--- src/sv/rtti_pkg.sv ---
// shared types and constants for the radix text to integer block
// status codes, queue item format, character codes and config indexes
// no dependencies
package rtti_pkg;

  typedef enum logic [1:0] {
    ST_OK   = 2'd0,
    ST_NONE = 2'd1,
    ST_OVER = 2'd2
  } status_e;

  typedef enum logic [1:0] {
    KIND_DIGIT = 2'd0,
    KIND_MINUS = 2'd1,
    KIND_OTHER = 2'd2
  } kind_e;

  // one classified character as it travels from front to back
  typedef struct packed {
    kind_e      kind;
    logic [3:0] digit;
  } item_t;

  localparam int unsigned QueueDepth = 2;
  localparam int unsigned QueuePtrW  = (QueueDepth > 1) ? $clog2(QueueDepth) : 1;
  localparam int unsigned QueueCntW  = $clog2(QueueDepth + 1);

  localparam int unsigned CfgIndexW = 1;
  localparam logic [CfgIndexW-1:0] CfgRadix  = 1'b0;
  localparam logic [CfgIndexW-1:0] CfgSigned = 1'b1;

  localparam logic [4:0] RadixReset = 5'd10;
  localparam logic [4:0] RadixMin   = 5'd2;
  localparam logic [4:0] RadixMax   = 5'd16;

  localparam logic [7:0] CharMinus   = 8'h2D;
  localparam logic [7:0] CharZero    = 8'h30;
  localparam logic [7:0] CharNine    = 8'h39;
  localparam logic [7:0] CharLowerA  = 8'h61;
  localparam logic [7:0] CharLowerF  = 8'h66;
  localparam logic [7:0] CharUpperA  = 8'h41;
  localparam logic [7:0] CharUpperF  = 8'h46;
  localparam logic [7:0] DigitTen    = 8'd10;

endpackage

--- src/sv/rtti_front.sv ---
// front end: classifies each incoming character as digit, minus or other
// uses rtti_pkg for character codes and the item format
module rtti_front (
  input  logic [7:0]     ch_i,
  input  logic           end_of_text_i,
  input  logic [4:0]     radix_i,
  output rtti_pkg::item_t item_o
);

  logic [7:0] value;
  logic       is_char;
  logic       radix_ok;

  always_comb begin
    value   = 8'd0;
    is_char = 1'b1;
    if (ch_i >= rtti_pkg::CharZero && ch_i <= rtti_pkg::CharNine) begin
      value = ch_i - rtti_pkg::CharZero;
    end else if (ch_i >= rtti_pkg::CharLowerA && ch_i <= rtti_pkg::CharLowerF) begin
      value = ch_i - rtti_pkg::CharLowerA + rtti_pkg::DigitTen;
    end else if (ch_i >= rtti_pkg::CharUpperA && ch_i <= rtti_pkg::CharUpperF) begin
      value = ch_i - rtti_pkg::CharUpperA + rtti_pkg::DigitTen;
    end else begin
      is_char = 1'b0;
    end
  end

  assign radix_ok = (radix_i >= rtti_pkg::RadixMin) && (radix_i <= rtti_pkg::RadixMax);

  always_comb begin
    item_o.digit = value[3:0];
    if (end_of_text_i) begin
      item_o.kind = rtti_pkg::KIND_OTHER;
    end else if (is_char && radix_ok && ({3'b000, radix_i} > value)) begin
      item_o.kind = rtti_pkg::KIND_DIGIT;
    end else if (ch_i == rtti_pkg::CharMinus) begin
      item_o.kind = rtti_pkg::KIND_MINUS;
    end else begin
      item_o.kind = rtti_pkg::KIND_OTHER;
    end
  end

endmodule

--- src/sv/rtti_queue.sv ---
// short queue of classified items between front and back
// uses rtti_pkg for the item format and the depth
module rtti_queue (
  input  logic            clk_i,
  input  logic            rst_ni,
  input  logic            push_i,
  input  rtti_pkg::item_t push_item_i,
  output logic            full_o,
  input  logic            pop_i,
  output logic            head_valid_o,
  output rtti_pkg::item_t head_o
);

  localparam int unsigned PtrW = rtti_pkg::QueuePtrW;
  localparam int unsigned CntW = rtti_pkg::QueueCntW;
  localparam logic [PtrW-1:0] LastPtr = PtrW'(rtti_pkg::QueueDepth - 1);
  localparam logic [CntW-1:0] FullCnt = CntW'(rtti_pkg::QueueDepth);

  rtti_pkg::item_t entry_q [rtti_pkg::QueueDepth];
  logic [PtrW-1:0] wr_ptr_q, wr_ptr_d;
  logic [PtrW-1:0] rd_ptr_q, rd_ptr_d;
  logic [CntW-1:0] count_q, count_d;
  logic            do_push;
  logic            do_pop;

  assign full_o       = (count_q == FullCnt);
  assign head_valid_o = (count_q != '0);
  assign head_o       = entry_q[rd_ptr_q];
  assign do_push      = push_i && !full_o;
  assign do_pop       = pop_i && head_valid_o;

  always_comb begin
    wr_ptr_d = wr_ptr_q;
    rd_ptr_d = rd_ptr_q;
    count_d  = count_q;
    if (do_push) begin
      wr_ptr_d = (wr_ptr_q == LastPtr) ? '0 : wr_ptr_q + 1'b1;
    end
    if (do_pop) begin
      rd_ptr_d = (rd_ptr_q == LastPtr) ? '0 : rd_ptr_q + 1'b1;
    end
    if (do_push && !do_pop) begin
      count_d = count_q + 1'b1;
    end else if (do_pop && !do_push) begin
      count_d = count_q - 1'b1;
    end
  end

  always_ff @(posedge clk_i or negedge rst_ni) begin
    if (!rst_ni) begin
      wr_ptr_q <= '0;
      rd_ptr_q <= '0;
      count_q  <= '0;
    end else begin
      wr_ptr_q <= wr_ptr_d;
      rd_ptr_q <= rd_ptr_d;
      count_q  <= count_d;
    end
  end

  always_ff @(posedge clk_i) begin
    if (do_push) begin
      entry_q[wr_ptr_q] <= push_item_i;
    end
  end

endmodule

--- src/sv/rtti_back.sv ---
// back end: accumulates digits, checks limits and holds the result register
// uses rtti_pkg for the item format and status codes
module rtti_back #(
  parameter logic [15:0] CountCap = 16'hFFFF
) (
  input  logic            clk_i,
  input  logic            rst_ni,
  input  logic [4:0]      radix_i,
  input  logic            signed_mode_i,
  input  logic            head_valid_i,
  input  rtti_pkg::item_t head_i,
  output logic            pop_o,
  input  logic            out_stall_i,
  output logic            out_valid_o,
  output logic [63:0]     value_o,
  output logic [1:0]      status_o,
  output logic [15:0]     chars_consumed_o
);

  typedef enum logic [1:0] {
    PH_START  = 2'd0,
    PH_MINUS  = 2'd1,
    PH_DIGITS = 2'd2
  } phase_e;

  phase_e      phase_q, phase_d;
  logic [63:0] acc_q, acc_d;
  logic [15:0] cnt_q, cnt_d;
  logic        neg_q, neg_d;
  logic        out_valid_q, out_valid_d;
  logic [63:0] value_q, value_d;
  rtti_pkg::status_e status_q, status_d;
  logic [15:0] chars_q, chars_d;

  logic [63:0] limit;
  logic [68:0] product;
  logic [68:0] sum;
  logic        digit_over;
  logic        end_over;
  logic [15:0] cnt_inc;
  logic        emit;
  rtti_pkg::status_e emit_status;

  assign pop_o = head_valid_i && (!out_valid_q || !out_stall_i);

  always_comb begin
    if (neg_q) begin
      limit = {1'b1, 63'd0};
    end else if (signed_mode_i) begin
      limit = {1'b0, {63{1'b1}}};
    end else begin
      limit = {64{1'b1}};
    end
  end

  // acc * radix + d > limit is the same test as the divide-based check
  assign product    = {5'd0, acc_q} * {64'd0, radix_i};
  assign sum        = product + {65'd0, head_i.digit};
  assign digit_over = (sum > {5'd0, limit});
  assign end_over   = (acc_q > limit);
  assign cnt_inc    = (cnt_q < CountCap) ? cnt_q + 16'd1 : cnt_q;

  always_comb begin
    phase_d     = phase_q;
    acc_d       = acc_q;
    cnt_d       = cnt_q;
    neg_d       = neg_q;
    emit        = 1'b0;
    emit_status = rtti_pkg::ST_OK;

    if (pop_o) begin
      if (head_i.kind == rtti_pkg::KIND_MINUS && phase_q == PH_START && signed_mode_i) begin
        neg_d   = 1'b1;
        cnt_d   = cnt_inc;
        phase_d = PH_MINUS;
      end else if (head_i.kind == rtti_pkg::KIND_DIGIT) begin
        if (digit_over) begin
          emit        = 1'b1;
          emit_status = rtti_pkg::ST_OVER;
        end else begin
          acc_d   = sum[63:0];
          cnt_d   = cnt_inc;
          phase_d = PH_DIGITS;
        end
      end else begin
        emit = 1'b1;
        if (phase_q != PH_DIGITS) begin
          emit_status = rtti_pkg::ST_NONE;
        end else if (end_over) begin
          emit_status = rtti_pkg::ST_OVER;
        end else begin
          emit_status = rtti_pkg::ST_OK;
        end
      end
      if (emit) begin
        phase_d = PH_START;
        acc_d   = '0;
        cnt_d   = '0;
        neg_d   = 1'b0;
      end
    end
  end

  always_comb begin
    out_valid_d = out_valid_q;
    value_d     = value_q;
    status_d    = status_q;
    chars_d     = chars_q;
    if (out_valid_q && !out_stall_i) begin
      out_valid_d = 1'b0;
    end
    if (emit) begin
      out_valid_d = 1'b1;
      status_d    = emit_status;
      chars_d     = cnt_q;
      if (emit_status != rtti_pkg::ST_OK) begin
        value_d = '0;
      end else if (neg_q) begin
        value_d = 64'd0 - acc_q;
      end else begin
        value_d = acc_q;
      end
    end
  end

  always_ff @(posedge clk_i or negedge rst_ni) begin
    if (!rst_ni) begin
      phase_q     <= PH_START;
      acc_q       <= '0;
      cnt_q       <= '0;
      neg_q       <= 1'b0;
      out_valid_q <= 1'b0;
      status_q    <= rtti_pkg::ST_OK;
    end else begin
      phase_q     <= phase_d;
      acc_q       <= acc_d;
      cnt_q       <= cnt_d;
      neg_q       <= neg_d;
      out_valid_q <= out_valid_d;
      status_q    <= status_d;
    end
  end

  always_ff @(posedge clk_i) begin
    value_q <= value_d;
    chars_q <= chars_d;
  end

  assign out_valid_o      = out_valid_q;
  assign value_o          = value_q;
  assign status_o         = status_q;
  assign chars_consumed_o = chars_q;

endmodule

--- src/sv/radix_text_to_integer.sv ---
// Radix text to integer: takes one character (or an end-of-text mark) per item and
// builds a 64-bit integer in a radix from 2 to 16, one result per number with value,
// status and count of characters taken. Throughput is one item per cycle while no
// result waits on a stalled output; the back end folds one digit per cycle (multiply
// by radix, add, limit compare), and a result is loaded into the output register at
// the edge that pops its terminator, which is first written into the queue.
// A two-entry queue separates the classifying front end from the accumulator. While
// a result waits to be taken the back end holds, the queue takes up to two more
// items, and then the input stalls.
// Config writes are always accepted and take effect on the next cycle.
module radix_text_to_integer #(
  parameter int unsigned COUNT_LIMIT = 65535
) (
  input  logic                             clk_i,
  input  logic                             rst_ni,
  input  logic                             cfg_valid_i,
  output logic                             cfg_ready_o,
  input  logic [rtti_pkg::CfgIndexW-1:0]   cfg_index_i,
  input  logic [4:0]                       cfg_data_i,
  input  logic                             in_valid_i,
  output logic                             in_stall_o,
  input  logic [7:0]                       ch_i,
  input  logic                             end_of_text_i,
  output logic                             out_valid_o,
  input  logic                             out_stall_i,
  output logic [63:0]                      value_o,
  output logic [1:0]                       status_o,
  output logic [15:0]                      chars_consumed_o
);

  localparam logic [15:0] CountCap =
    (COUNT_LIMIT < 32'd65535) ? 16'(COUNT_LIMIT) : 16'hFFFF;

  logic [4:0]      radix_q;
  logic            signed_mode_q;
  rtti_pkg::item_t front_item;
  rtti_pkg::item_t head_item;
  logic            queue_full;
  logic            head_valid;
  logic            pop;

  assign cfg_ready_o = 1'b1;

  always_ff @(posedge clk_i or negedge rst_ni) begin
    if (!rst_ni) begin
      radix_q       <= rtti_pkg::RadixReset;
      signed_mode_q <= 1'b1;
    end else if (cfg_valid_i) begin
      case (cfg_index_i)
        rtti_pkg::CfgRadix:  radix_q       <= cfg_data_i;
        rtti_pkg::CfgSigned: signed_mode_q <= cfg_data_i[0];
        default: ;
      endcase
    end
  end

  rtti_front u_front (
    .ch_i          (ch_i),
    .end_of_text_i (end_of_text_i),
    .radix_i       (radix_q),
    .item_o        (front_item)
  );

  rtti_queue u_queue (
    .clk_i        (clk_i),
    .rst_ni       (rst_ni),
    .push_i       (in_valid_i),
    .push_item_i  (front_item),
    .full_o       (queue_full),
    .pop_i        (pop),
    .head_valid_o (head_valid),
    .head_o       (head_item)
  );

  assign in_stall_o = queue_full;

  rtti_back #(
    .CountCap (CountCap)
  ) u_back (
    .clk_i            (clk_i),
    .rst_ni           (rst_ni),
    .radix_i          (radix_q),
    .signed_mode_i    (signed_mode_q),
    .head_valid_i     (head_valid),
    .head_i           (head_item),
    .pop_o            (pop),
    .out_stall_i      (out_stall_i),
    .out_valid_o      (out_valid_o),
    .value_o          (value_o),
    .status_o         (status_o),
    .chars_consumed_o (chars_consumed_o)
  );

`ifndef ASSERT_OFF
  // a failed number always reports zero
  a_fail_value_zero: assert property (@(posedge clk_i) disable iff (!rst_ni)
    out_valid_o && (status_o != rtti_pkg::ST_OK) |-> (value_o == 64'd0))
    else $error("non-ok result carries a nonzero value");

  // no digits means at most a minus sign was taken
  a_none_count: assert property (@(posedge clk_i) disable iff (!rst_ni)
    out_valid_o && (status_o == rtti_pkg::ST_NONE) |-> (chars_consumed_o <= 16'd1))
    else $error("no-digit result with more than one character consumed");

  // an ok number took at least one digit
  a_ok_count: assert property (@(posedge clk_i) disable iff (!rst_ni)
    out_valid_o && (status_o == rtti_pkg::ST_OK) |-> (chars_consumed_o != 16'd0))
    else $error("ok result with no characters consumed");

  // the back end never pops an empty queue
  a_pop_nonempty: assert property (@(posedge clk_i) disable iff (!rst_ni)
    pop |-> head_valid)
    else $error("pop from an empty queue");
`endif

endmodule
--- config.mk ---
export PLATFORM = sky130hd
export DESIGN_NAME = radix_text_to_integer
export DESIGN_NICKNAME = d
export VERILOG_FILES = /design/src/sv/rtti_pkg.sv /design/src/sv/rtti_front.sv /design/src/sv/rtti_queue.sv /design/src/sv/rtti_back.sv /design/src/sv/radix_text_to_integer.sv
export SDC_FILE = /design/constraint.sdc
export NUM_CORES = 1
export LEC_CHECK = 0
export ABC_AREA = 1
export BUFFER_PORTS_ARGS = -buffer_cell sky130_fd_sc_hd__buf_2
export CAP_MARGIN = 20
export CORE_UTILIZATION = 60
export CTS_CLUSTER_SIZE = 10
export DETAILED_ROUTE_END_ITERATION = 16
export PLACE_DENSITY_LB_ADDON = 0.3
export SLEW_MARGIN = 20
export SYNTH_ARGS = -nofsm -noshare
export SYNTH_HDL_FRONTEND = slang
export SYNTH_SLANG_ARGS = --single-unit
--- constraint.sdc ---
create_clock -name clk_i -period 19.2 [get_ports clk_i]
set_input_delay 3.84 -clock clk_i [delete_from_list [all_inputs] [get_ports clk_i]]
set_output_delay 3.84 -clock clk_i [all_outputs]
set_load 0.02 [all_outputs]
# --- Word level (Yosys, flattened, before mapping) ---
# Memory sizes are Yosys's and may differ from the RTL's.
# Cells that the tools add are included.
totals:
  register_bits: 176
  ram_bits: 12
  input_bits: 20
  out_inout_bits: 85
  word_cells: 127
  memories: 1
op_classes:
  addsub: 12
  n_mul: 1
  magnitude_cmp: 12
  eq_ne: 7
  n_mux: 46
  bitwise: 1
  n_reduce_logical: 34
mem_list:
  columns: ["name", "depth", "width", "read_ports", "rd_ports_with_merged_regs", "write_ports", "line_no", "source"]
  rows:
  - ["u_queue.entry_q", 2, 6, 1, 0, 1, "rtti_queue.sv:19", "rtti_pkg::item_t entry_q [rtti_pkg::QueueDepth];"]
op_table:
  columns: ["cell", "n"]
  rows:
  - ["$mux W64", 7]
  - ["$mux W16", 5]
  - ["$add A69 B4 Y69", 1]
  - ["$gt A69 B64 Y1", 1]
  - ["$mul A64 B5 Y69", 1]
  - ["$gt A64 B64 Y1", 1]
  - ["$sub A1 B64 Y64 const A", 1]
  - ["$mux W2", 15]
  - ["$mux W8", 3]
  - ["$add A16 B1 Y16 const B", 1]
  - ["$add A8 B4 Y8 const B", 2]
  - ["$ge A8 B7 Y1 const B", 2]
  - ["$le A8 B7 Y1 const B", 2]
  - ["$lt A16 B16 Y1 const B", 1]
  - ["$mux W1", 16]
  - ["$sub A8 B7 Y8 const B", 2]
  - ["$logic_and A1 B1 Y1", 14]
  - ["$reduce_bool A2 Y1", 6]
  - ["$eq A8 B6 Y1 const B", 1]
  - ["$ge A8 B6 Y1 const B", 1]
  - ["$gt A5 B8 Y1", 1]
  - ["$le A8 B6 Y1 const B", 1]
  - ["$sub A8 B6 Y8 const B", 1]
  - ["$ne A2 B2 Y1 const B", 3]
  - ["16 further kinds", 24]

# --- Depth between registers and ports, before layout ---
# Gate-level depths: netlist of run 1.
logic_depth:
  word_depth: 9
  depth_mapped: 45
  ltp_nobuf: 43

# --- Modules after synthesis ---
# From an unflattened synthesis of run 1, not the netlist that was laid out.
hier_totals:
  cells_unflattened: 3529
  area_unflattened_um2: 25929.9
modules_own_cells:
  columns: ["module", "n_inst", "cells_each", "area_each_um2", "seq_area_each_um2"]
  rows:
  - ["rtti_back", 1, 3311, 24220.7, 4554.4]
  - ["rtti_front", 1, 125, 757.0, 0.0]
  - ["rtti_queue", 1, 63, 681.9, 460.4]
  - ["radix_text_to_integer", 1, 30, 270.3, 153.9]

# --- Least setup slack after synthesis of run 1 ---
# Ideal clock, no wire load.
synth_path:
  path_kind: "register -> register"
  startpoint: "register radix_q[3]"
  endpoint: "register u_back.chars_q[0], in the netlist u_back.chars_consumed_o[0], enable pin"
  setup_ps: 399
  arrival_ps: 6991
  required_ps: 18801
  path_slack_ps: 11810
  stages_incl_launch_ff: 41
  path_buffers: 3
  period_less_slack_ps: 7390
  path_cell_list: "dfstp_2 -> clkbuf_1 -> buf_1 -> nand2_1 -> fa_1 -> inv_1 -> fa_1 -> inv_1 -> fa_1 -> inv_1 -> ha_1 -> nand2_1 -> nor2_1 -> inv_2 -> nor2_2 -> nand2_1 -> nor4_2 -> nand2_1 -> [5 not listed] -> ha_1 -> nand2_1 -> nor2_1 -> nand4_1 -> nor4_1 -> nand2_1 -> nand2_1 -> nand2_1 -> nand2_1 -> nand2_1 -> nand2_1 -> nand2_1 -> nand2_1 -> nand2_1 -> nand2_4 -> nand2_2 -> buf_4 -> inv_2"
synth_between:
  elab_chain_len: 8
synth_rtl:
  columns: ["element", "line_no", "source"]
  rows:
  - ["start, declared", "radix_text_to_integer.sv:34", "logic [4:0] radix_q;"]
  - ["start signal, assigned", "radix_text_to_integer.sv:46", "radix_q <= rtti_pkg::RadixReset;"]
  - ["start signal, assigned", "radix_text_to_integer.sv:50", "rtti_pkg::CfgRadix: radix_q <= cfg_data_i;"]
  - ["$mul A64 B5 Y69", "rtti_back.sv:57", "assign product = {5'd0, acc_q} * {64'd0, radix_i};"]
  - ["$add A69 B4 Y69", "rtti_back.sv:58", "assign sum = product + {65'd0, head_i.digit};"]
  - ["$gt A69 B64 Y1", "rtti_back.sv:59", "assign digit_over = (sum > {5'd0, limit});"]
  - ["$mux W1", "rtti_back.sv:77", "if (digit_over) begin"]
  - ["$mux W1", "rtti_back.sv:76", "end else if (head_i.kind == rtti_pkg::KIND_DIGIT) begin"]
  - ["$mux W1", "rtti_back.sv:72", "if (head_i.kind == rtti_pkg::KIND_MINUS && phase_q == PH_START && signed_mode_i) begin"]
  - ["$mux W1 (2 in series)", "rtti_back.sv:71", "if (pop_o) begin"]
  - ["via u_back.emit", "rtti_back.sv:41", "logic emit;"]
  - ["end signal, assigned", "rtti_back.sv:146", "chars_q <= chars_d;"]
  - ["end, declared", "rtti_back.sv:33", "logic [15:0] chars_q, chars_d;"]
# The timed path passes the listed nets, and every way through them passes these cells. The select of a mux whose other input is x is not followed.
# A chain may end at the register's enable or synchronous reset.

# --- Worst setup path after layout of run 1 ---
layout_path:
  startpoint: "register radix_q[3]"
  endpoint: "register u_back.value_q[2], in the netlist u_back.value_o[2], data pin"
layout_between:
  elab_chain_len: 8
layout_rtl:
  columns: ["element", "line_no", "source"]
  rows:
  - ["$mul A64 B5 Y69", "rtti_back.sv:57", null]
  - ["$add A69 B4 Y69", "rtti_back.sv:58", null]
  - ["$gt A69 B64 Y1", "rtti_back.sv:59", null]
  - ["$mux W2", "rtti_back.sv:77", null]
  - ["$mux W2", "rtti_back.sv:76", null]
  - ["$mux W2", "rtti_back.sv:72", null]
  - ["$mux W2", "rtti_back.sv:71", null]
  - ["$reduce_bool A2 Y1", "rtti_back.sv:116", "if (emit_status != rtti_pkg::ST_OK) begin"]
  - ["end signal, assigned", "rtti_back.sv:145", "value_q <= value_d;"]
  - ["end, declared", "rtti_back.sv:31", "logic [63:0] value_q, value_d;"]
# No other way between the ends.

==> reports/qor.txt, run 1 <==
Status - finished clean
Worst Hold Path Cells - 0
Vias - 22010
# IOs - 105
Tmin final - 8.861 ns
Most used cell along the critical path - nand2_1
Core Area - 0.04129 sq mm
RSZ-0062 raised after global routing - no
Initial Util - 0.6145
Main flop type after synthesis - dfrtp_1
Largest cells by area after synthesis - fa_1 15%, ha_1 14%, nand2_1 13%
Setup_tns - 0 ns
DR vias/cell - 5.455
Global-route wire length before repair - 110500 um
CP Data Required Time - 19.45 ns
Type of origin of the critical path - flip-flop
Post-route clock period utilization - 0.4615
Worst skew pair latency - 0.52 ns
Critical Path Max Stage Delay - 0.66 ns
Synth Cell Area - 0.02538 sq mm
CTS Buffer Depth - 2
Final HPWL DP - 51960 um
Worst R2R Start - radix_q[3]$_DFFE_PN1P_
Die Area - 0.04312 sq mm
Syn Inst Count - 3478
WHS - 0.4960 ns
Fin. max-slew vios - 0
PD cells - 72.83 mW/mm^2
Cts hold-fix bufs - 0
Die H - 207.7 um
#FFs+latches synth - 188
Class of the worst hold path - reg -> reg
Iter 0 DRT Violations - 1840
Buffers on Ports - 103
Ys async rst share - 0.5106
Worst slew pin tran - 1.124 ns
Pin count of the biggest net entering global routing - 82
# DRC - 0
Drt pass-1 iters - 6
Design Area, Final - 0.02673 sq mm
TritonCTS buffer count - 17
Critical path peak fanout - 67
Final Hold Vio Count - 0
Via count of the first global-routing pass - 21410
Mean post-synth cell area - 7.296 sq um
Layout area overhead - 5.355%
CP Capture Type - flip-flop
Reg2reg setup slack - 10.34 ns
Overall Power - 1.947 mW
CP arrival - 9.11 ns
Static leakage - 15.67 nW
# fillers - 3697
Number of flops mapped to enable cells by yosys - 92
Post-synth cell types - 66
Path type of the worst setup path - reg -> reg
Number of diodes - 0
Share of layout cells above drive strength 1 - 0.07767
Core Rows - 74
GPL Wtd Cong - 0.9974
Crit Reg-Reg Endpoint - u_back.value_o[2]$_SDFFCE_PP0P_
CP Launch Point - radix_q[3]$_DFFE_PN1P_
Slowest-stage cell, CP - buf_4
CTS Sinks - 188
Wire length per cell - 16.66 um
# H-tree levels - 4
Post-Place Worst Slack - 10.35 ns
Slew headroom - 0.2438
Die W - 207.7 um
DRT antenna net count - 0
Setup Fix Bufs, Post-CTS - 0
Sequential area share after synthesis - 0.2037
Initial antenna violation count - 1
Syn_nets - 3969
Remaining Overflow, GRT - 0
Final setup vio count - 0
Cells on worst reg2reg path - 39
Warnings from Yosys - 0
Root buf cell - clkbuf_16
Routed WL - 67220 um
Clock-pin slew on the worst setup and hold paths - 0.08 ns
NumNets Final - 3980
Global Route Usage Sum - 0.3230
CTS tree - yes
Resize count post-CTS - 0
Synth top area share - 0.1499
Hold path endpoint - u_back.chars_consumed_o[6]$_DFFE_PP_
Slack of the critical path - 10.34 ns
F_max - 112.9 MHz
Max-cap violations - 0
Max VDD drop - 0.1122 mV
Area leader, netlist - fa_1
Post-DP Area - 0.02611 sq mm
Critical hold path startpoint - u_back.cnt_q[6]$_DFFE_PN0P_
Max Clock Skew - 0.01888 ns
## worst max-delay path, delay by kind of cell (launching register included)
kind | cells | cell delay (ns)
simple gates | 23 | 3.00
buf+inv | 7 | 1.59
flops | 1 | 0.53
xor+xnor | 1 | 0.33
fa+ha+maj | 5 | 2.28
compound gates | 3 | 0.75
## sequential cells by signal, indices dropped and copies added, names as in the netlist, 2 cells and up
name / flops
u_back.phase_q: 2
u_queue.entry_q: 12
u_back.acc_q: 64
u_queue.count_q: 2
u_back.status_o: 2
u_back.value_o: 64
u_back.cnt_q: 16
u_back.chars_consumed_o: 16
radix_q: 5
## routing by layer
metal / vias to the layer above / routed length, um / global-route usage
li1: 10690 / - / -
met1: 10310 / 29080 / 0.4293
met2: 886 / 30550 / 0.5197
met3: 123 / 5590 / 0.06974
met4: 2 / 1989 / 0.1160
met5: - / 13 / 0
## final cells by class
class	instances	area (sq um)	area share
sequential	188	5176	0.1936
tap	532	665.6	0.02490
clock buffer	17	425.4	0.01591
inverter	789	2963	0.1108
multi-input combinational	2374	16670	0.6235
timing repair buffer	119	641.9	0.02401
clock inverter	15	193.9	0.007254
## where the power goes
group / leakage, nW / internal, mW / total (mW) / switching (mW)
Clock: 0.291 / 0.177 / 0.378 / 0.201
Sequential: 2.23 / 0.558 / 0.620 / 0.0625
Combinational: 13.2 / 0.226 / 0.949 / 0.723
Total: 15.7 / 0.961 / 1.95 / 0.986
## metrics by stage
stage,utilization,instances
3_3_place_gp,0.6323,4002
3_5_place_dp,0.6323,4002
4_1_cts,0.6473,4034
6_report,0.6474,4034
2_1_floorplan,-,3478
5_1_grt,0.6474,4034
## kinds of logic after synthesis
kind of cell | synth area share
AND/OR/NAND/NOR | 0.2330
buffers and inverters | 0.1394
adder cells (fa/ha/maj) | 0.2884
AO/OA/AOI/OAI | 0.08501
flip-flops | 0.2037
XOR/XNOR | 0.04729
multiplexers | 0.002958
other | 0.0001478
## Yosys cell counts, types with 11 or more instances
library cell / n
fa_1: 190
nand2_1: 866
nand4_1: 26
edfxtp_1: 92
a31oi_1: 20
o21bai_1: 11
xor2_1: 100
a21oi_1: 175
inv_1: 781
xnor2_1: 37
a21o_1: 13
nor2_2: 37
clkbuf_1: 90
ha_1: 281
nor2_1: 237
o21ai_0: 93
o21ai_1: 30
nor2_4: 29
nand3_1: 72
nor3_1: 36
buf_1: 17
nor4_1: 27
dfrtp_1: 93
## placed cells by master (no fill, tap or decap), types with 5 or more instances in the layout
cell type,count
nor3_1,36
a21o_1,13
inv_2,7
fa_1,190
buf_4,16
o21ai_0,93
nand2_1,866
clkinv_8,7
o21bai_1,11
xnor2_1,37
inv_1,781
o211ai_1,5
nand2_2,8
a31oi_1,20
dfrtp_1,89
nand3_2,5
nor2_2,37
o22ai_1,6
nor4_1,27
xor2_1,100
edfxtp_1,92
and3_1,7
ha_1,281
nor2_4,29
nor2_1,237
buf_2,102
clkbuf_16,17
o21ai_1,30
o21a_1,7
nand4_1,26
a21oi_1,175
nand3_1,72
## how the worst max path moves through the flow
| stage | end | slack (ns) | cells past startpoint |
|---|---|---|---|
| after floorplan | u_back.chars_consumed_o[0]$_DFFE_PP_ | 11.81 | 40 |
| final | u_back.value_o[2]$_SDFFCE_PP0P_ | 10.34 | 39 |
| after detailed placement | u_back.value_o[5]$_SDFFCE_PP0P_ | 10.35 | 38 |
| after global placement | u_back.value_o[5]$_SDFFCE_PP0P_ | 10.47 | 39 |
| after CTS | u_back.value_o[6]$_SDFFCE_PP0P_ | 10.29 | 38 |
| after global routing | u_back.value_o[0]$_SDFFCE_PP0P_ | 9.72 | 38 |
Note: power is estimated with default switching activity, not from simulation.
==> inputs of run 2 (changes only) <==
ABC_AREA = 0   (was 1)
clock period = 8.3 ns   (was 19.2 ns; I/O delays follow)
==> run 2 against run 1 <==
Register-to-register slack lost 10 ns. Synthesized area shrank 5.6%. Synthesized cell count shrank 21%. Maximum frequency grew 9.4%. Sequential cell count is the same. Power grew to 2.6 times the previous value. Clock power grew 130%. First-iteration DRC count shrank 9.8%.
==> reports/qor.txt, run 2 <==
Status - finished clean
Critical hold path startpoint - u_queue.wr_ptr_q$_DFFE_PN0P_
CP Data Required Time - 8.47 ns
Layout area overhead - 7.725%
Most frequent cell after synthesis - inv_1
PD cells - 194.2 mW/mm^2
Hold path endpoint - u_queue.wr_ptr_q$_DFFE_PN0P_
Die H - 201.8 um
#FFs+latches synth - 188
Synth top area share - 0.1588
Slowest-stage cell, CP - fa_1
Class of the worst hold path - reg -> reg
Max-cap violations - 0
Commonest cells in the netlist - 315 x inv_1, 300 x nand2_1, 281 x ha_1
Final Hold Vio Count - 0
Final setup vio count - 0
DR vias/cell - 6.144
Commonest non-fill, non-tap cell in the layout - inv_1
Initial Util - 0.6141
Initial antenna violation count - 0
Global Route Usage Sum - 0.3300
Sequential area share after synthesis - 0.2158
Die W - 201.8 um
DRT antenna net count - 0
Main flop type after synthesis - dfrtp_1
Post-synth cell types - 82
Critical Path Max Stage Delay - 0.57 ns
Sequential cell area - 0.005175 sq mm
# IOs - 105
Die Area - 0.04073 sq mm
Share of layout cells above drive strength 1 - 0.09668
Cts hold-fix bufs - 0
Path type of the worst setup path - reg -> reg
Buffers on Ports - 103
Worst skew pair latency - 0.48 ns
Crit Reg-Reg Endpoint - u_back.chars_consumed_o[14]$_DFFE_PP_
CTS tree - yes
Reg2reg setup slack - 0.20 ns
Tmin final - 8.097 ns
Number of flops mapped to enable cells by yosys - 92
WHS - 0.4944 ns
Post-DP Area - 0.02496 sq mm
Commonest cells after routing, fill and taps aside - 314 x inv_1, 298 x nand2_1, 280 x ha_1
Fin. max-slew vios - 0
# fillers - 3135
Warnings from Yosys - 0
Worst R2R Start - radix_q[4]$_DFFE_PN0P_
NumNets Final - 3281
F_max - 123.5 MHz
Global-route wire length before repair - 107800 um
Mean post-synth cell area - 8.673 sq um
Pin count of the biggest net entering global routing - 82
Drt pass-1 iters - 7
Number of diodes - 0
TritonCTS buffer count - 17
Clock-pin slew on the worst setup and hold paths - 0.07 ns
GPL Wtd Cong - 0.9910
Ys async rst share - 0.5106
Final HPWL DP - 50200 um
Static leakage - 12.74 nW
Syn_nets - 3253
Critical path peak fanout - 29
Core Rows - 72
Synth Cell Area - 0.02395 sq mm
Slew headroom - 0.3487
Worst Hold Path Cells - 1
Max Clock Skew - 0.01482 ns
Design Area, Final - 0.02580 sq mm
Type of origin of the critical path - flip-flop
CP arrival - 8.27 ns
Area leader, netlist - fa_1
Syn Inst Count - 2762
Largest cells by area after synthesis - fa_1 16%, ha_1 15%, edfxtp_1 12%
Root buf cell - clkbuf_16
Max VDD drop - 0.2546 mV
Cells on worst reg2reg path - 31
Routed WL - 66250 um
Iter 0 DRT Violations - 1660
Vias - 20400
CTS Sinks - 188
Worst slew pin tran - 0.9769 ns
Post-route clock period utilization - 0.9755
# H-tree levels - 4
CTS Buffer Depth - 2
Area of the multi-input gates - 0.01698 sq mm
# DRC - 0
CP Capture Type - flip-flop
Core Area - 0.03901 sq mm
Via count of the first global-routing pass - 20950
Remaining Overflow, GRT - 0
Wire length per cell - 19.95 um
-- run 2: worst max path at each step --
stage | from | end | slack, ns | cells after the start
finish | radix_q[4]$_DFFE_PN0P_ | u_back.chars_consumed_o[14]$_DFFE_PP_ | 0.20 | 31
global route | radix_q[4]$_DFFE_PN0P_ | u_back.value_o[1]$_SDFFCE_PP0P_ | -0.03 | 32
CTS | radix_q[3]$_DFFE_PN1P_ | u_back.acc_q[4]$_DFFE_PN0P_ | 0.008 | 31
detailed placement | radix_q[3]$_DFFE_PN1P_ | u_back.acc_q[4]$_DFFE_PN0P_ | 0.01 | 30
global placement | radix_q[3]$_DFFE_PN1P_ | u_back.value_o[34]$_SDFFCE_PP0P_ | 0.04 | 31
floorplan | radix_q[4]$_DFFE_PN0P_ | u_back.chars_consumed_o[0]$_DFFE_PP_ | 0.01 | 29
-- run 2: cells by family (layout without fill, tap and decap cells) --
logic type	Yosys count	in the layout	synth area share
and+or+nand+nor	946	946	0.2016
muxes	15	15	0.006790
buffers and inverters	478	519	0.08086
other	1	1	0.0001565
xor gates and xnor gates	139	139	0.05082
AOI/OAI and AO/OA	524	524	0.1384
adders and majority gates	471	471	0.3056
DFF	188	188	0.2158
-- run 2: timing repair --
item	4_1_cts	5_1_grt
buffers inserted	0	3
gates cloned	0	4
gates resized for setup	1	25
pin swaps	0	3
setup endpoints to repair	2	229
-- run 2: critical path: cells and delay by family (launching register included) --
kind	cells	cell delay (ns)
compound gates	12	2.35
xor+xnor	1	0.24
fa+ha+maj	5	2.22
buf+inv	8	1.30
flops	1	0.46
simple gates	5	1.17
-- run 2: final cells by class --
type / instances / share of cell area
clock inverter: 15 / 0.007031
timing repair buffer: 170 / 0.04655
multi-input combinational: 2096 / 0.6580
inverter: 317 / 0.04626
tap: 518 / 0.02512
sequential: 188 / 0.2005
clock buffer: 17 / 0.01649
-- run 2: routing by layer --
layer,up-vias,part of all wire,GRT usage
met5,-,0,0
met4,0,0.037,0.1288
met3,142,0.066,0.04821
met2,765,0.48,0.5480
met1,10120,0.42,0.4349
li1,9381,-,-
-- run 2: per-stage QoR --
stage          total power, mW  cells  utilization  setup WS [ns]  TNS [ns]
2_1_floorplan            3.071   2762            -        0.01110         0
3_3_place_gp             3.909   3282       0.6399        0.04254         0
3_5_place_dp             4.001   3282       0.6399        0.01237         0
4_1_cts                  4.892   3314       0.6557       0.007869         0
5_1_grt                  5.280   3321       0.6615       -0.02903   -0.9093
6_report                 5.011   3321       0.6615         0.2033         0
-- run 2: power breakdown --
group	switching [mW]	internal [mW]	total (mW)	leakage (nW)
registers	0.149	1.30	1.45	2.22
logic	1.85	0.829	2.67	10.2
clock network	0.432	0.455	0.887	0.291
==> inputs of run 3 (changes only) <==
CORE_ASPECT_RATIO = 1.75   (was default)
==> run 3 against run 2 <==
Power fell by 2.6%. Cell area fell by 0.25%. Worst setup slack improved by 0.12 ns. Sequential cell count did not move. Core utilization fell by 0.62 points. Register-to-register slack improved by 0.12 ns. Critical endpoint is now u_back.value_o[26]$_SDFFCE_PP0P_. Highest routed layer unchanged.
==> reports/qor.txt, run 3 (synthesized netlist as in run 2, its figures left out) <==
Final HPWL DP - 54640 um
Commonest cells after routing, fill and taps aside - 314 x inv_1, 298 x nand2_1, 279 x ha_1
Die Area - 0.04076 sq mm
Path type of the worst setup path - reg -> reg
Max VDD drop - 0.2310 mV
Remaining Overflow, GRT - 0
CTS tree - yes
Die W - 153.0 um
Via count of the first global-routing pass - 21350
Critical Path Max Stage Delay - 0.66 ns
Crit Reg-Reg Endpoint - u_back.value_o[26]$_SDFFCE_PP0P_
Die H - 266.3 um
TritonCTS buffer count - 17
Slack of the critical path - 0.3218 ns
Worst skew pair latency - 0.47 ns
Final setup vio count - 0
Wire length per cell - 21.35 um
Core Rows - 96
Share of layout cells above drive strength 1 - 0.09744
Max-cap violations - 0
Global-route wire length before repair - 112200 um
Layout area overhead - 7.459%
Initial antenna violation count - 0
Setup_tns - 0 ns
Fin. max-slew vios - 0
CTS Sinks - 188
DRT antenna net count - 0
Root buf cell - clkbuf_16
# fillers - 3279
CP Capture Type - flip-flop
Cts hold-fix bufs - 0
DR vias/cell - 6.246
Critical path peak fanout - 49
Cell family with most CP delay - compound AO/OA/AOI/OAI gates
Final Hold Vio Count - 0
Max Clock Skew - 0.01388 ns
Clock-pin slew on the worst setup and hold paths - 0.08 ns
Slew headroom - 0.3048
F_max - 125.3 MHz
Slowest-stage cell, CP - dfrtp_4
Initial Util - 0.6099
Worst slew pin tran - 1.043 ns
Global Route Usage Sum - 0.3541
Type of origin of the critical path - flip-flop
Cells on worst reg2reg path - 28
Buffers on Ports - 103
CTS Buffer Depth - 2
Overall Power - 4.882 mW
Worst R2R Start - radix_q[2]$_DFFE_PN0P_
Critical hold path startpoint - u_back.cnt_q[4]$_DFFE_PN0P_
Pin count of the biggest net entering global routing - 85
# IOs - 105
Placed cells - 3266
Vias - 20620
Crit path buf inv count - 5
Reg2reg setup slack - 0.32 ns
Hold path endpoint - u_back.chars_consumed_o[4]$_DFFE_PP_
GPL Wtd Cong - 1.037
# DRC - 0
Number of diodes - 0
Class of the worst hold path - reg -> reg
Core Area - 0.03928 sq mm
Layout Cells excl Fill - 3302
Post-Place Worst Slack - -0.02060 ns
Iter 0 DRT Violations - 1267
CP arrival - 8.17 ns
Worst Hold Path Cells - 0
Post-route clock period utilization - 0.9612
NumNets Final - 3290
CP Data Required Time - 8.49 ns
Commonest non-fill, non-tap cell in the layout - inv_1
PD cells - 189.6 mW/mm^2
Status - finished clean
Drt pass-1 iters - 5
Static leakage - 12.72 nW
Routed WL - 70500 um
Tmin final - 7.978 ns
# H-tree levels - 4
[run 3: cell count changes in the layout (fill, tap and decap cells not counted), sizes merged]
cell,before,now
buf,167,178
bufinv,2,1
clkinv,7,6
clkinvlp,3,2
inv,320,321
[run 3: worst max-delay path by stage]
stage / start / cells past startpoint / slack, ns / endpoint
6_report: radix_q[2]$_DFFE_PN0P_ / 28 / 0.32 / u_back.value_o[26]$_SDFFCE_PP0P_
4_1_cts: radix_q[4]$_DFFE_PN0P_ / 28 / 0.06 / u_back.chars_consumed_o[5]$_DFFE_PP_
3_3_place_gp: radix_q[4]$_DFFE_PN0P_ / 28 / 0.18 / u_back.chars_consumed_o[8]$_DFFE_PP_
5_1_grt: radix_q[2]$_DFFE_PN0P_ / 29 / -0.04 / u_back.value_o[30]$_SDFFCE_PP0P_
2_1_floorplan: radix_q[4]$_DFFE_PN0P_ / 29 / 0.01 / u_back.chars_consumed_o[0]$_DFFE_PP_
3_5_place_dp: radix_q[4]$_DFFE_PN0P_ / 29 / -0.02 / u_back.chars_consumed_o[8]$_DFFE_PP_
[run 3: worst reg2reg max path, delay by kind of cell, from the launching register on]
family | cells | cell delay [ns]
AOI/OAI and AO/OA | 15 | 3.34
adders and majority gates | 5 | 2.15
buffers and inverters | 5 | 0.81
DFF | 1 | 0.66
and+or+nand+nor | 3 | 0.69
[run 3: metal layers]
metal / wire (um) / GRT usage / part of all wire / up-vias
li1: - / - / - / 9394
met4: 4590 / 0.2301 / 0.065 / 0
met3: 3605 / 0.03676 / 0.051 / 255
met5: 0 / 0 / 0 / -
met2: 36440 / 0.6345 / 0.52 / 837
met1: 25870 / 0.3992 / 0.37 / 10140
[run 3: final cells by class]
cell class | instances | area (sq um) | share of cell area
Timing Repair Buffer | 179 | 1230 | 0.04778
Multi-Input combinational cell | 2096 | 16940 | 0.6581
Clock buffer | 19 | 432.9 | 0.01682
Inverter | 317 | 1194 | 0.04637
Sequential cell | 188 | 5180 | 0.2012
Clock inverter | 13 | 150.1 | 0.005833
Tap cell | 490 | 613.1 | 0.02382
[run 3: metrics by stage]
step                instance area, sq um  utilization  hold slack (ns)
floorplan                          23970            -           0.4580
global placement                   25010       0.6366           0.4792
detailed placement                 25010       0.6366           0.4849
CTS                                25590       0.6515           0.4950
global route                       25740       0.6554           0.5091
finish                             25740       0.6554           0.4931
[run 3: power by group]
group | switching (mW) | internal, mW
clock | 0.422 | 0.428
combinational | 1.78 | 0.779
sequential | 0.172 | 1.30
[run 3: repair_timing]
item                                    in CTS  in global routing
buffers inserted                             0                  3
endpoints found under the setup margin      31                229
gates resized for setup                      1                 16
cloned                                       0                  1
pin swaps                                    0                  2
